**config.mk**
```make
export PLATFORM = sky130hd
export DESIGN_NAME = css_comment_stripper
export DESIGN_NICKNAME = d
export VERILOG_FILES = /design/src/rtl/core/css_pkg.sv /design/src/rtl/core/css_front.sv /design/src/rtl/core/css_queue.sv /design/src/rtl/core/css_back.sv /design/src/rtl/core/css_comment_stripper.sv
export SDC_FILE = /design/constraint.sdc
export NUM_CORES = 1
export LEC_CHECK = 0
export BUFFER_PORTS_ARGS = -buffer_cell sky130_fd_sc_hd__buf_4
export CAP_MARGIN = 15
export CORE_UTILIZATION = 40
export CTS_BUF_LIST = sky130_fd_sc_hd__clkbuf_4 sky130_fd_sc_hd__clkbuf_8 sky130_fd_sc_hd__clkbuf_16
export CTS_CLUSTER_DIAMETER = 200
export DETAILED_ROUTE_END_ITERATION = 16
export PLACE_DENSITY_LB_ADDON = 0.08
export SYNTH_ARGS = -nofsm -noshare
export SYNTH_HDL_FRONTEND = slang
export SYNTH_SLANG_ARGS = --single-unit
```
**constraint.sdc**
```tcl
create_clock -name clock -period 2.9 [get_ports clock]
set_clock_uncertainty 0.2 [all_clocks]
set_input_delay 0.145 -clock clock [delete_from_list [all_inputs] [get_ports clock]]
set_output_delay 0.145 -clock clock [all_outputs]
set_load 0.02 [all_outputs]
```
**src/rtl/core/css_pkg.sv**
```systemverilog
`timescale 1ns / 1ps
// ----------------------------------------------------------------------------
// css_pkg
// Shared types and constants for the stylesheet comment stripper.
// ----------------------------------------------------------------------------
package css_pkg;

   localparam int unsigned BYTE_W       = 8;
   localparam int unsigned QUEUE_DEPTH  = 4;

   localparam logic [BYTE_W-1:0] CH_BACKSLASH = 8'h5C;
   localparam logic [BYTE_W-1:0] CH_SQUOTE    = 8'h27;
   localparam logic [BYTE_W-1:0] CH_DQUOTE    = 8'h22;
   localparam logic [BYTE_W-1:0] CH_STAR      = 8'h2A;
   localparam logic [BYTE_W-1:0] CH_SLASH     = 8'h2F;
   localparam logic [BYTE_W-1:0] CH_SPACE     = 8'h20;

   typedef enum logic [5:0] {
      MODE_NORMAL    = 6'b000001,
      MODE_SLASH     = 6'b000010,
      MODE_COMMENT   = 6'b000100,
      MODE_STAR      = 6'b001000,
      MODE_QUOTE     = 6'b010000,
      MODE_QUOTE_ESC = 6'b100000
   } scan_mode_type;

   // one result as it leaves the block
   typedef struct packed {
      logic [BYTE_W-1:0] out_byte;
      logic              byte_valid;
      logic              end_of_text;
   } result_type;

   // everything one request produces; the second result always carries a byte
   typedef struct packed {
      result_type        first;
      logic              has_second;
      logic [BYTE_W-1:0] second_byte;
      logic              second_eot;
   } entry_type;

   typedef struct packed {
      logic second_pending;
   } back_status_type;

endpackage

```
**src/rtl/core/css_front.sv**
```systemverilog
`timescale 1ns / 1ps
// ----------------------------------------------------------------------------
// css_front
// Scan state machine: classifies each request and builds its queue entry.
// ----------------------------------------------------------------------------
module css_front (
   input  logic                     clock,
   input  logic                     reset,
   input  logic                     accept,
   input  logic [css_pkg::BYTE_W-1:0] in_byte,
   input  logic                     is_last,
   output logic                     push,
   output css_pkg::entry_type       entry
);
   import css_pkg::*;

   scan_mode_type     mode_ff, mode_in;
   logic              dq_ff, dq_in;

   logic              nb_emit;
   scan_mode_type     nb_mode;
   logic              nb_dq;
   logic [1:0]        count;
   logic [BYTE_W-1:0] b0, b1;
   logic [BYTE_W-1:0] quote_char;

   // handling of a byte in normal text, shared with the slash-held flush
   always_comb begin
      nb_emit = 1'b1;
      nb_mode = MODE_NORMAL;
      nb_dq   = dq_ff;
      if (in_byte inside {CH_SQUOTE, CH_DQUOTE}) begin
         nb_mode = MODE_QUOTE;
         nb_dq   = (in_byte == CH_DQUOTE);
      end else if (in_byte == CH_SLASH && !is_last) begin
         nb_emit = 1'b0;
         nb_mode = MODE_SLASH;
      end
   end

   always_comb begin
      quote_char = dq_ff ? CH_DQUOTE : CH_SQUOTE;
      count      = 2'd0;
      b0         = in_byte;
      b1         = in_byte;
      mode_in    = mode_ff;
      dq_in      = dq_ff;
      case (mode_ff)
         MODE_SLASH: begin
            if (in_byte == CH_STAR) begin
               count   = 2'd1;
               b0      = CH_SPACE;
               mode_in = MODE_COMMENT;
            end else begin
               b0      = CH_SLASH;
               count   = nb_emit ? 2'd2 : 2'd1;
               mode_in = nb_mode;
               dq_in   = nb_dq;
            end
         end
         MODE_COMMENT: begin
            if (in_byte == CH_STAR) begin
               mode_in = MODE_STAR;
            end
         end
         MODE_STAR: begin
            if (in_byte == CH_SLASH) begin
               mode_in = MODE_NORMAL;
            end else if (in_byte != CH_STAR) begin
               mode_in = MODE_COMMENT;
            end
         end
         MODE_QUOTE: begin
            count = 2'd1;
            if (in_byte == CH_BACKSLASH && !is_last) begin
               mode_in = MODE_QUOTE_ESC;
            end else if (in_byte == quote_char) begin
               mode_in = MODE_NORMAL;
            end
         end
         MODE_QUOTE_ESC: begin
            count   = 2'd1;
            mode_in = MODE_QUOTE;
         end
         default: begin
            count   = nb_emit ? 2'd1 : 2'd0;
            mode_in = nb_mode;
            dq_in   = nb_dq;
         end
      endcase
      if (is_last) begin
         mode_in = MODE_NORMAL;
         dq_in   = 1'b0;
      end
   end

   always_comb begin
      push                    = accept && (count != 2'd0 || is_last);
      entry.first.out_byte    = (count == 2'd0) ? '0 : b0;
      entry.first.byte_valid  = (count != 2'd0);
      entry.first.end_of_text = is_last && (count != 2'd2);
      entry.has_second        = (count == 2'd2);
      entry.second_byte       = b1;
      entry.second_eot        = is_last;
   end

   always_ff @(posedge clock) begin
      if (reset) begin
         mode_ff <= MODE_NORMAL;
         dq_ff   <= 1'b0;
      end else if (accept) begin
         mode_ff <= mode_in;
         dq_ff   <= dq_in;
      end
   end

endmodule

```
**src/rtl/core/css_queue.sv**
```systemverilog
`timescale 1ns / 1ps
// ----------------------------------------------------------------------------
// css_queue
// Short register queue of entries between the scanner and the output side.
// ----------------------------------------------------------------------------
module css_queue #(
   parameter int unsigned DEPTH = css_pkg::QUEUE_DEPTH
) (
   input  logic               clock,
   input  logic               reset,
   input  logic               push,
   input  css_pkg::entry_type push_entry,
   input  logic               pop,
   output css_pkg::entry_type head,
   output logic               empty,
   output logic               full
);
   import css_pkg::*;

   localparam int unsigned PTR_W = (DEPTH > 1) ? $clog2(DEPTH) : 1;
   localparam int unsigned CNT_W = $clog2(DEPTH + 1);

   entry_type           slots_ff [DEPTH];
   logic [PTR_W-1:0]    wr_ptr_ff, wr_ptr_in;
   logic [PTR_W-1:0]    rd_ptr_ff, rd_ptr_in;
   logic [CNT_W-1:0]    count_ff, count_in;

   function automatic logic [PTR_W-1:0] ptr_next(input logic [PTR_W-1:0] p);
      logic [PTR_W-1:0] r;
      if (p == PTR_W'(DEPTH - 1)) begin
         r = '0;
      end else begin
         r = p + PTR_W'(1);
      end
      return r;
   endfunction

   always_comb begin
      empty     = (count_ff == '0);
      full      = (count_ff == CNT_W'(DEPTH));
      head      = slots_ff[rd_ptr_ff];
      wr_ptr_in = push ? ptr_next(wr_ptr_ff) : wr_ptr_ff;
      rd_ptr_in = pop  ? ptr_next(rd_ptr_ff) : rd_ptr_ff;
      count_in  = count_ff;
      if (push && !pop) begin
         count_in = count_ff + CNT_W'(1);
      end else if (pop && !push) begin
         count_in = count_ff - CNT_W'(1);
      end
   end

   always_ff @(posedge clock) begin
      if (reset) begin
         wr_ptr_ff <= '0;
         rd_ptr_ff <= '0;
         count_ff  <= '0;
      end else begin
         wr_ptr_ff <= wr_ptr_in;
         rd_ptr_ff <= rd_ptr_in;
         count_ff  <= count_in;
      end
   end

   always_ff @(posedge clock) begin
      if (push) begin
         slots_ff[wr_ptr_ff] <= push_entry;
      end
   end

endmodule

```
**src/rtl/core/css_back.sv**
```systemverilog
`timescale 1ns / 1ps
// ----------------------------------------------------------------------------
// css_back
// Output side: unpacks queue entries into single results, one per cycle while the receiver is ready.
// ----------------------------------------------------------------------------
module css_back (
   input  logic                        clock,
   input  logic                        reset,
   input  css_pkg::entry_type          head,
   input  logic                        empty,
   output logic                        pop,
   output logic                        rsp_valid,
   input  logic                        rsp_ready,
   output logic [css_pkg::BYTE_W-1:0]  rsp_out_byte,
   output logic                        rsp_byte_valid,
   output logic                        rsp_end_of_text,
   output css_pkg::back_status_type    status
);
   import css_pkg::*;

   logic              valid_ff, valid_in;
   result_type        out_ff, out_in;
   logic              pend_ff, pend_in;
   logic [BYTE_W-1:0] pend_byte_ff, pend_byte_in;
   logic              pend_eot_ff, pend_eot_in;
   logic              load;

   always_comb begin
      load         = !valid_ff || rsp_ready;
      pop          = 1'b0;
      valid_in     = valid_ff;
      out_in       = out_ff;
      pend_in      = pend_ff;
      pend_byte_in = pend_byte_ff;
      pend_eot_in  = pend_eot_ff;
      if (load) begin
         if (pend_ff) begin
            valid_in           = 1'b1;
            out_in.out_byte    = pend_byte_ff;
            out_in.byte_valid  = 1'b1;
            out_in.end_of_text = pend_eot_ff;
            pend_in            = 1'b0;
         end else if (!empty) begin
            // second result of the entry waits in the pending slot until the output register can take it
            pop          = 1'b1;
            valid_in     = 1'b1;
            out_in       = head.first;
            pend_in      = head.has_second;
            pend_byte_in = head.second_byte;
            pend_eot_in  = head.second_eot;
         end else begin
            valid_in = 1'b0;
         end
      end
   end

   always_ff @(posedge clock) begin
      if (reset) begin
         valid_ff <= 1'b0;
         pend_ff  <= 1'b0;
      end else begin
         valid_ff <= valid_in;
         pend_ff  <= pend_in;
      end
   end

   always_ff @(posedge clock) begin
      out_ff       <= out_in;
      pend_byte_ff <= pend_byte_in;
      pend_eot_ff  <= pend_eot_in;
   end

   assign rsp_valid             = valid_ff;
   assign rsp_out_byte          = out_ff.out_byte;
   assign rsp_byte_valid        = out_ff.byte_valid;
   assign rsp_end_of_text       = out_ff.end_of_text;
   assign status.second_pending = pend_ff;

endmodule

```
**src/rtl/core/css_comment_stripper.sv**
```systemverilog
`timescale 1ns / 1ps
// ----------------------------------------------------------------------------
// css_comment_stripper
// Quote-aware slash-star comment stripper for stylesheet text.
// ----------------------------------------------------------------------------
//   channel   ports         direction   carries
//   request   req_*         in          one text byte and its last-byte flag
//   response  rsp_*         out         one cleaned byte or a bare end mark
//
// A request is accepted in any cycle the entry queue has room, one byte per
// clock. Each request is scanned in its accept cycle and yields zero, one or
// two responses; the output register sends one response per clock while
// rsp_ready is high, so a byte that flushes a held slash yields two responses,
// and the QUEUE_DEPTH-entry queue absorbs the extra one. Each response passes
// through a queue slot and then the output register.
// Synchronous reset returns the scanner to normal text and empties the queue.
// ----------------------------------------------------------------------------
module css_comment_stripper #(
   parameter int unsigned QUEUE_DEPTH = css_pkg::QUEUE_DEPTH
) (
   input  logic                       clock,
   input  logic                       reset,
   input  logic                       req_valid,
   output logic                       req_ready,
   input  logic [css_pkg::BYTE_W-1:0] req_in_byte,
   input  logic                       req_is_last,
   output logic                       rsp_valid,
   input  logic                       rsp_ready,
   output logic [css_pkg::BYTE_W-1:0] rsp_out_byte,
   output logic                       rsp_byte_valid,
   output logic                       rsp_end_of_text
);
   import css_pkg::*;

   logic            accept;
   logic            push;
   entry_type       push_entry;
   entry_type       head;
   logic            empty;
   logic            full;
   logic            pop;
   back_status_type back_status;

   assign req_ready = !full;
   assign accept    = req_valid && req_ready;

   css_front u_front (
      .clock   (clock),
      .reset   (reset),
      .accept  (accept),
      .in_byte (req_in_byte),
      .is_last (req_is_last),
      .push    (push),
      .entry   (push_entry)
   );

   css_queue #(
      .DEPTH (QUEUE_DEPTH)
   ) u_queue (
      .clock      (clock),
      .reset      (reset),
      .push       (push),
      .push_entry (push_entry),
      .pop        (pop),
      .head       (head),
      .empty      (empty),
      .full       (full)
   );

   css_back u_back (
      .clock           (clock),
      .reset           (reset),
      .head            (head),
      .empty           (empty),
      .pop             (pop),
      .rsp_valid       (rsp_valid),
      .rsp_ready       (rsp_ready),
      .rsp_out_byte    (rsp_out_byte),
      .rsp_byte_valid  (rsp_byte_valid),
      .rsp_end_of_text (rsp_end_of_text),
      .status          (back_status)
   );

`ifndef ASSERT_OFF
   // a response without a byte is only ever the end mark
   a_bare_end_mark : assert property (@(posedge clock) disable iff (reset)
      rsp_valid && !rsp_byte_valid |-> rsp_end_of_text && rsp_out_byte == '0)
      else $error("bare response without end mark");

   // a held second result always sits behind a shown response
   a_pending_behind_out : assert property (@(posedge clock) disable iff (reset)
      back_status.second_pending |-> rsp_valid)
      else $error("pending result with empty output register");

   a_reset_clears_out : assert property (@(posedge clock)
      reset |=> !rsp_valid && !back_status.second_pending)
      else $error("output not cleared by reset");
`endif

endmodule
```
==> results of run 1 <==
## how the worst max path moves through the flow
stage,startpoint,endpoint,depth (start not counted)
2_1_floorplan,u_back.rsp_valid,u_queue.count_ff[2],9
3_3_place_gp,u_front.mode_ff[5],u_queue.count_ff[2],11
3_5_place_dp,u_front.mode_ff[3],u_queue.count_ff[2],11
4_1_cts,u_front.mode_ff[3],u_queue.count_ff[2],11
5_1_grt,req_in_byte[4],u_queue.count_ff[2],13
6_report,req_in_byte[4],u_queue.count_ff[2],13
## per-layer routing
metal / GRT usage (%) / wire length (um) / share of wire, % / vias to the layer above
met2: 25.5 / 4470 / 47 / 46
li1: - / - / - / 1278
met5: 0 / 0 / 0 / -
met4: 8.80 / 215 / 2.3 / 0
met3: 4.93 / 275 / 2.9 / 18
met1: 22.5 / 4570 / 48 / 1346
## flip-flops by register name, summed over array words and instances (netlist names), named ones only
name and flops:
u_front.mode_ff 6, u_back.pend_byte_ff 8, u_back.rsp_end_of_text 1, u_front.dq_ff 1, u_queue.count_ff 3, u_back.status 1, u_queue.wr_ptr_ff 2, u_back.rsp_byte_valid 1
u_queue.slots_ff 80, u_back.rsp_out_byte 8, u_back.rsp_valid 1, u_queue.rd_ptr_ff 2, u_back.pend_eot_ff 1
## metrics by stage
step	area [um2]	hold slack, ns
floorplan	4900	0.0439
global placement	5310	0.200
finish	5990	0.0310
CTS	5970	0.0373
global route	5990	0.0489
detailed placement	5310	0.203
## cell usage after synthesis (all sizes together) (2+ instances only)
cell / n
a211oi: 2
a21boi: 2
a21oi: 7
and2: 2
and3: 9
buf: 4
clkbuf: 5
dfxtp: 18
edfxtp: 99
ha: 6
inv: 7
mux2: 10
mux2i: 8
mux4: 20
nand2: 9
nand2b: 3
nand3: 6
nand3b: 2
nand4: 3
nor2: 19
nor2b: 6
nor3: 9
nor4: 3
o21a: 5
o21ai: 10
o31ai: 2
or2: 2
xor2: 3
## area by class of cell
type / count / area share (%)
Sequential cell: 117 / 55.8
Multi-Input combinational cell: 162 / 25.1
Clock buffer: 18 / 7.22
Timing Repair Buffer: 48 / 6.47
Tap cell: 147 / 3.07
Clock inverter: 13 / 1.94
Inverter: 7 / 0.439
## worst min-delay path, stage by stage
cell	delay [ns]
buf_4	0.08
nand2_1	0.11
nor2_2	0.17
o31ai_1	0.08
## cell families after synthesis
| kind of cell | count (synthesis) | synth area share, % |
|---|---|---|
| xor+xnor | 3 | 0.536 |
| buf+inv | 16 | 1.63 |
| compound gates | 32 | 4.39 |
| flops | 117 | 68.0 |
| simple gates | 82 | 10.3 |
| mux | 38 | 13.2 |
| fa+ha+maj | 7 | 1.94 |
## what timing repair did
action                                 in CTS  in global routing
resized for setup                           0                 10
endpoints found under the hold margin      53                  0
setup endpoints to repair                   0                  1
hold buffers                               11                  0
## where the power goes
part / internal [mW] / switching, mW
Clock: 1.24 / 0.691
Sequential: 2.21 / 0.110
Combinational: 0.551 / 0.644
Total: 4.01 / 1.45
==> results.ini, run 1 <==
[final_layout]
final_nets=373
mostFrequentLayoutCells=edfxtp_1 (99), buf_4 (37), mux4_2 (20)
mostFrequentLayoutCell=edfxtp_1
antenna_cells=0
fillers=1019
final_core_util_pct=50.1
drive_gt1_share_pct=32.1
area_delta_synth_final_pct=22.2
fin_cells=512
multi_input_area_um2=1500
regArea_um2=3340

[sta]
finalSetupViolations=0
rsz0062_at_grt=false
hold_viol=0
fmax_ghz=0.364
max_slew.worst_pin.slew_ns=1.00
fin_crit_sh_pct=94.8
fin_crit_ns=2.75
fin_ws_ns=0.150
slew_headroom_pct=33.1
fin_tns_setup_ns=0
maxSlewViolCount=0

[global_route]
grt_pass1_wl_um=15200
first_global_vias=2677
grt.overflow.total=0
antenna_found_initial=0
grt_start_max_net_pins=21
grt.total_usage_pct=17.0

[flow_run]
cap_violations=0

[critical_path]
reg2regPathDepth=11
critPathTopFamily=simple AND/OR/NAND/NOR gates
path_cells=dlygate4sd3_1 > buf_4 > nor4b_2 > nand3_1 > nor3_2 > o21a_1 > nor2_2 > ha_1 > inv_1 > fa_1 > xor2_1 > or3_1 > a21oi_1
path_buf_inv=3
path_class=in2reg
arrival_ns=2.89
startpoint_type=input pin
max_stage_delay_ns=0.53
crit_path_top_delay_cell=dlygate4sd3_1
cp_max_fo=8
cp.required_ns=3.04
critical_path.endpoint_type=flop
reg2reg_to=u_queue.count_ff[2]
rr_startpoint=u_front.mode_ff[4]
r2r_setup_slack_ns=0.19

[synthesis]
ys_seq_area_share_pct=68.0
ys_ff_latch=117
syn_nets=315
synth_top_area_cell=edfxtp_1
async_reset_ff_share_pct=0
synth-warning-count=0
synthFlopType=edfxtp_1
netlist_area_um2=4900
synth_top_area_share_pct=60.6
netlist_instances=295
synth_edf_count=99
syn_avg_cell_area_um2=16.6
synth_cell_type_count=53
netlist_top_cells_area=edfxtp_1 (61%), mux4_2 (9.2%), dfxtp_1 (7.4%)

[detailed_routing]
post_drt_wl_per_cell_um=18.6
vias_per_cell=5.25
dr.pass1.iters=4
vias=2688
ant_nets=0
drc_errors=0
wl_um=9530
drt_iter0_drc=135

[placement]
port_buffers=24
gp_congestion=0.803
hpwl_um=6000
dp.cells=470
pre_cts_slack_ns=0.129

[power]
ir_drop_uv=407
fin_total_pwr_mw=5.45
power_per_cell_area_nw_per_um2=910
leakage_nw=2.10

[clock_tree]
cts-buffers-inserted=17
cts_setup_buffers=0
cts_tree=yes
path_clk_slew_ns=0.05
cts_buffer_depth=2
cts_root_buf=clkbuf_16
cts_max_level=4
clk_latency_ns=0.41
clock_sink_count=117

[worst_hold_path]
hold_class=in2reg
min_from=req_valid
worstHoldPathCells=4
holdPathEnd=u_queue.wr_ptr_ff[0]

[die]
die_area_um2=12700
die_w_um=113
core_area_um2=12000
dieHeight_um=113
num_io_pins=25
initial_utilization_pct=41.0
placementRows=40

[run_status]
outcome=finished clean

(Power assumes the default switching activity.)
==> run 2: changes to the inputs <==
--- a/config.mk
+++ b/config.mk
@@ -12,6 +12,7 @@
 export CTS_CLUSTER_DIAMETER = 200
 export DETAILED_ROUTE_END_ITERATION = 16
 export PLACE_DENSITY_LB_ADDON = 0.08
+export REMOVE_ABC_BUFFERS = 1
 export SYNTH_ARGS = -nofsm -noshare
 export SYNTH_HDL_FRONTEND = slang
 export SYNTH_SLANG_ARGS = --single-unit
==> results.ini, run 2 (same netlist as run 1, synthesis figures left out) <==
[clock_tree]
cts_buffer_depth=2  ; unchanged
cts_root_buf=clkbuf_16
cts_setup_buffers=0  ; unchanged
cts-buffers-inserted=17  ; unchanged
clock_sink_count=117  ; unchanged
cts_max_level=4  ; unchanged
cts_tree=yes
clk_latency_ns=0.41  ; about the same
path_clk_slew_ns=0.05  ; about the same

[global_route]
grt.total_usage_pct=17.3  ; +0.28 points
grt_start_max_net_pins=21  ; unchanged
grt.overflow.total=0  ; unchanged
first_global_vias=2766  ; +3.3%
antenna_found_initial=0  ; unchanged
grt_pass1_wl_um=15500  ; +2.0%

[die]
die_area_um2=12700  ; unchanged
placementRows=40  ; unchanged
core_area_um2=12000  ; unchanged
dieHeight_um=113  ; unchanged
num_io_pins=25  ; unchanged
initial_utilization_pct=41.0  ; unchanged
die_w_um=113  ; unchanged

[critical_path]
cp.required_ns=3.05  ; about the same
cp_max_fo=8  ; unchanged
arrival_ns=2.86  ; -0.03 ns
startpoint_type=input pin
path_class=in2reg
critical_path.endpoint_type=flop
r2r_setup_slack_ns=0.20  ; about the same

[final_layout]
area_delta_synth_final_pct=25.1
largest-register=u_queue.slots_ff
mostFrequentLayoutCells=edfxtp_1 (99), buf_4 (34), mux4_2 (20)
design_area_um2=6130  ; +2.3%
final_nets=374  ; +0.27%
largest_reg_flops=80  ; unchanged
fillers=995  ; -2.4%
multi_input_area_um2=1510  ; +0.67%
regArea_um2=3340  ; unchanged
drive_gt1_share_pct=33.0  ; +0.92 points
antenna_cells=0  ; unchanged
mostFrequentLayoutCell=edfxtp_1
final_core_util_pct=51.3  ; +1.2 points

[detailed_routing]
vias_per_cell=5.19  ; -1.2%
vias=2667  ; -0.78%
drc_errors=0  ; unchanged
ant_nets=0  ; unchanged
drt_iter0_drc=155  ; +15%
wl_um=9840  ; +3.2%
dr.pass1.iters=4  ; unchanged
post_drt_wl_per_cell_um=19.1  ; +2.8%

[placement]
port_buffers=24  ; unchanged
hpwl_um=5930  ; -1.1%
placed_area_um2=5350  ; +0.80%
gp_congestion=0.834  ; +3.9%

[power]
leakage_nw=2.16  ; +2.6%
ir_drop_uv=394  ; -3.4%
power_per_cell_area_nw_per_um2=944  ; +3.7%

[sta]
fin_tns_setup_ns=0  ; unchanged
fin_crit_sh_pct=93.6  ; -1.2 points
fin_crit_ns=2.72  ; -0.0342 ns
slew_headroom_pct=65.3  ; +32 points
max_slew.worst_pin.slew_ns=0.520  ; -0.480 ns
hold_viol=0  ; unchanged
maxSlewViolCount=0  ; unchanged
finalSetupViolations=0  ; unchanged
holdWs_ns=0.321  ; +0.290 ns
fmax_ghz=0.368  ; +1.3%
rsz0062_at_grt=false

[flow_run]
cap_violations=0  ; unchanged

[run_status]
outcome=finished clean

[worst_hold_path]
hold_class=reg2reg

run 2: changes by cell type in the layout (fill, tap and decap cells not counted), sizes merged:
cell	previous run	this run
bufinv	2	5
clkbuf	18	20
clkinv	10	6
dlygate4sd3	11	12
run 2: worst max-delay path: stages:
cell and delay, ns:
dlygate4sd3_1 0.55, buf_4 0.17, nor4b_2 0.17, nand3_1 0.13, nor3_2 0.07, o21a_1 0.21
nor2_2 0.12, ha_1 0.19, inv_1 0.07, fa_1 0.43, xor2_1 0.17, or3_1 0.30
a21oi_1 0.14
run 2: path summary, 6_finish.rpt:
kind,from,cells after the start,to
max,req_in_byte[5],13,u_queue.count_ff[2]
min,u_front.mode_ff[5],2,u_front.mode_ff[5]
min reg2reg,u_front.mode_ff[5],2,u_front.mode_ff[5]
max reg2reg,u_front.mode_ff[4],11,u_queue.count_ff[2]
run 2: cell type report:
class	instances	area share, %
clock buffers	20	7.30
clock inverters	12	3.00
inverters	7	0.428
multi-input cells	162	24.7
flip-flops and latches	117	54.5
well taps	147	3.00
repair buffers	49	7.10
run 2: metrics by stage:
stage / cells / worst slack [ns] / total power [mW]
final: 514 / 0.184 / 5.79
after global placement: 470 / 0.164 / 3.59
after detailed placement: 470 / 0.0947 / 3.60
after floorplan: 286 / 0.0240 / 3.12
after CTS: 514 / 0.0785 / 5.86
after global routing: 514 / 0.0206 / 6.03
run 2: repair_timing:
action                                  CTS  global route
resized for setup                         0            10
endpoints found under the setup margin    0             1
hold endpoints to repair                 65             0
hold buffers                             12             0
run 2: power breakdown:
part           internal, mW  switching [mW]
logic                 0.576           0.679
clock network          1.53           0.700
registers              2.21          0.0897
total                  4.32            1.47
run 2: routing by layer:
layer  up-vias  GRT usage [%]  share of wire (%)
met1      1325           21.7                 48
li1       1277              -                  -
met2        49           27.6                 47
met3        16           5.62                3.8
met4         0           7.20                1.3
met5         -              0                  0
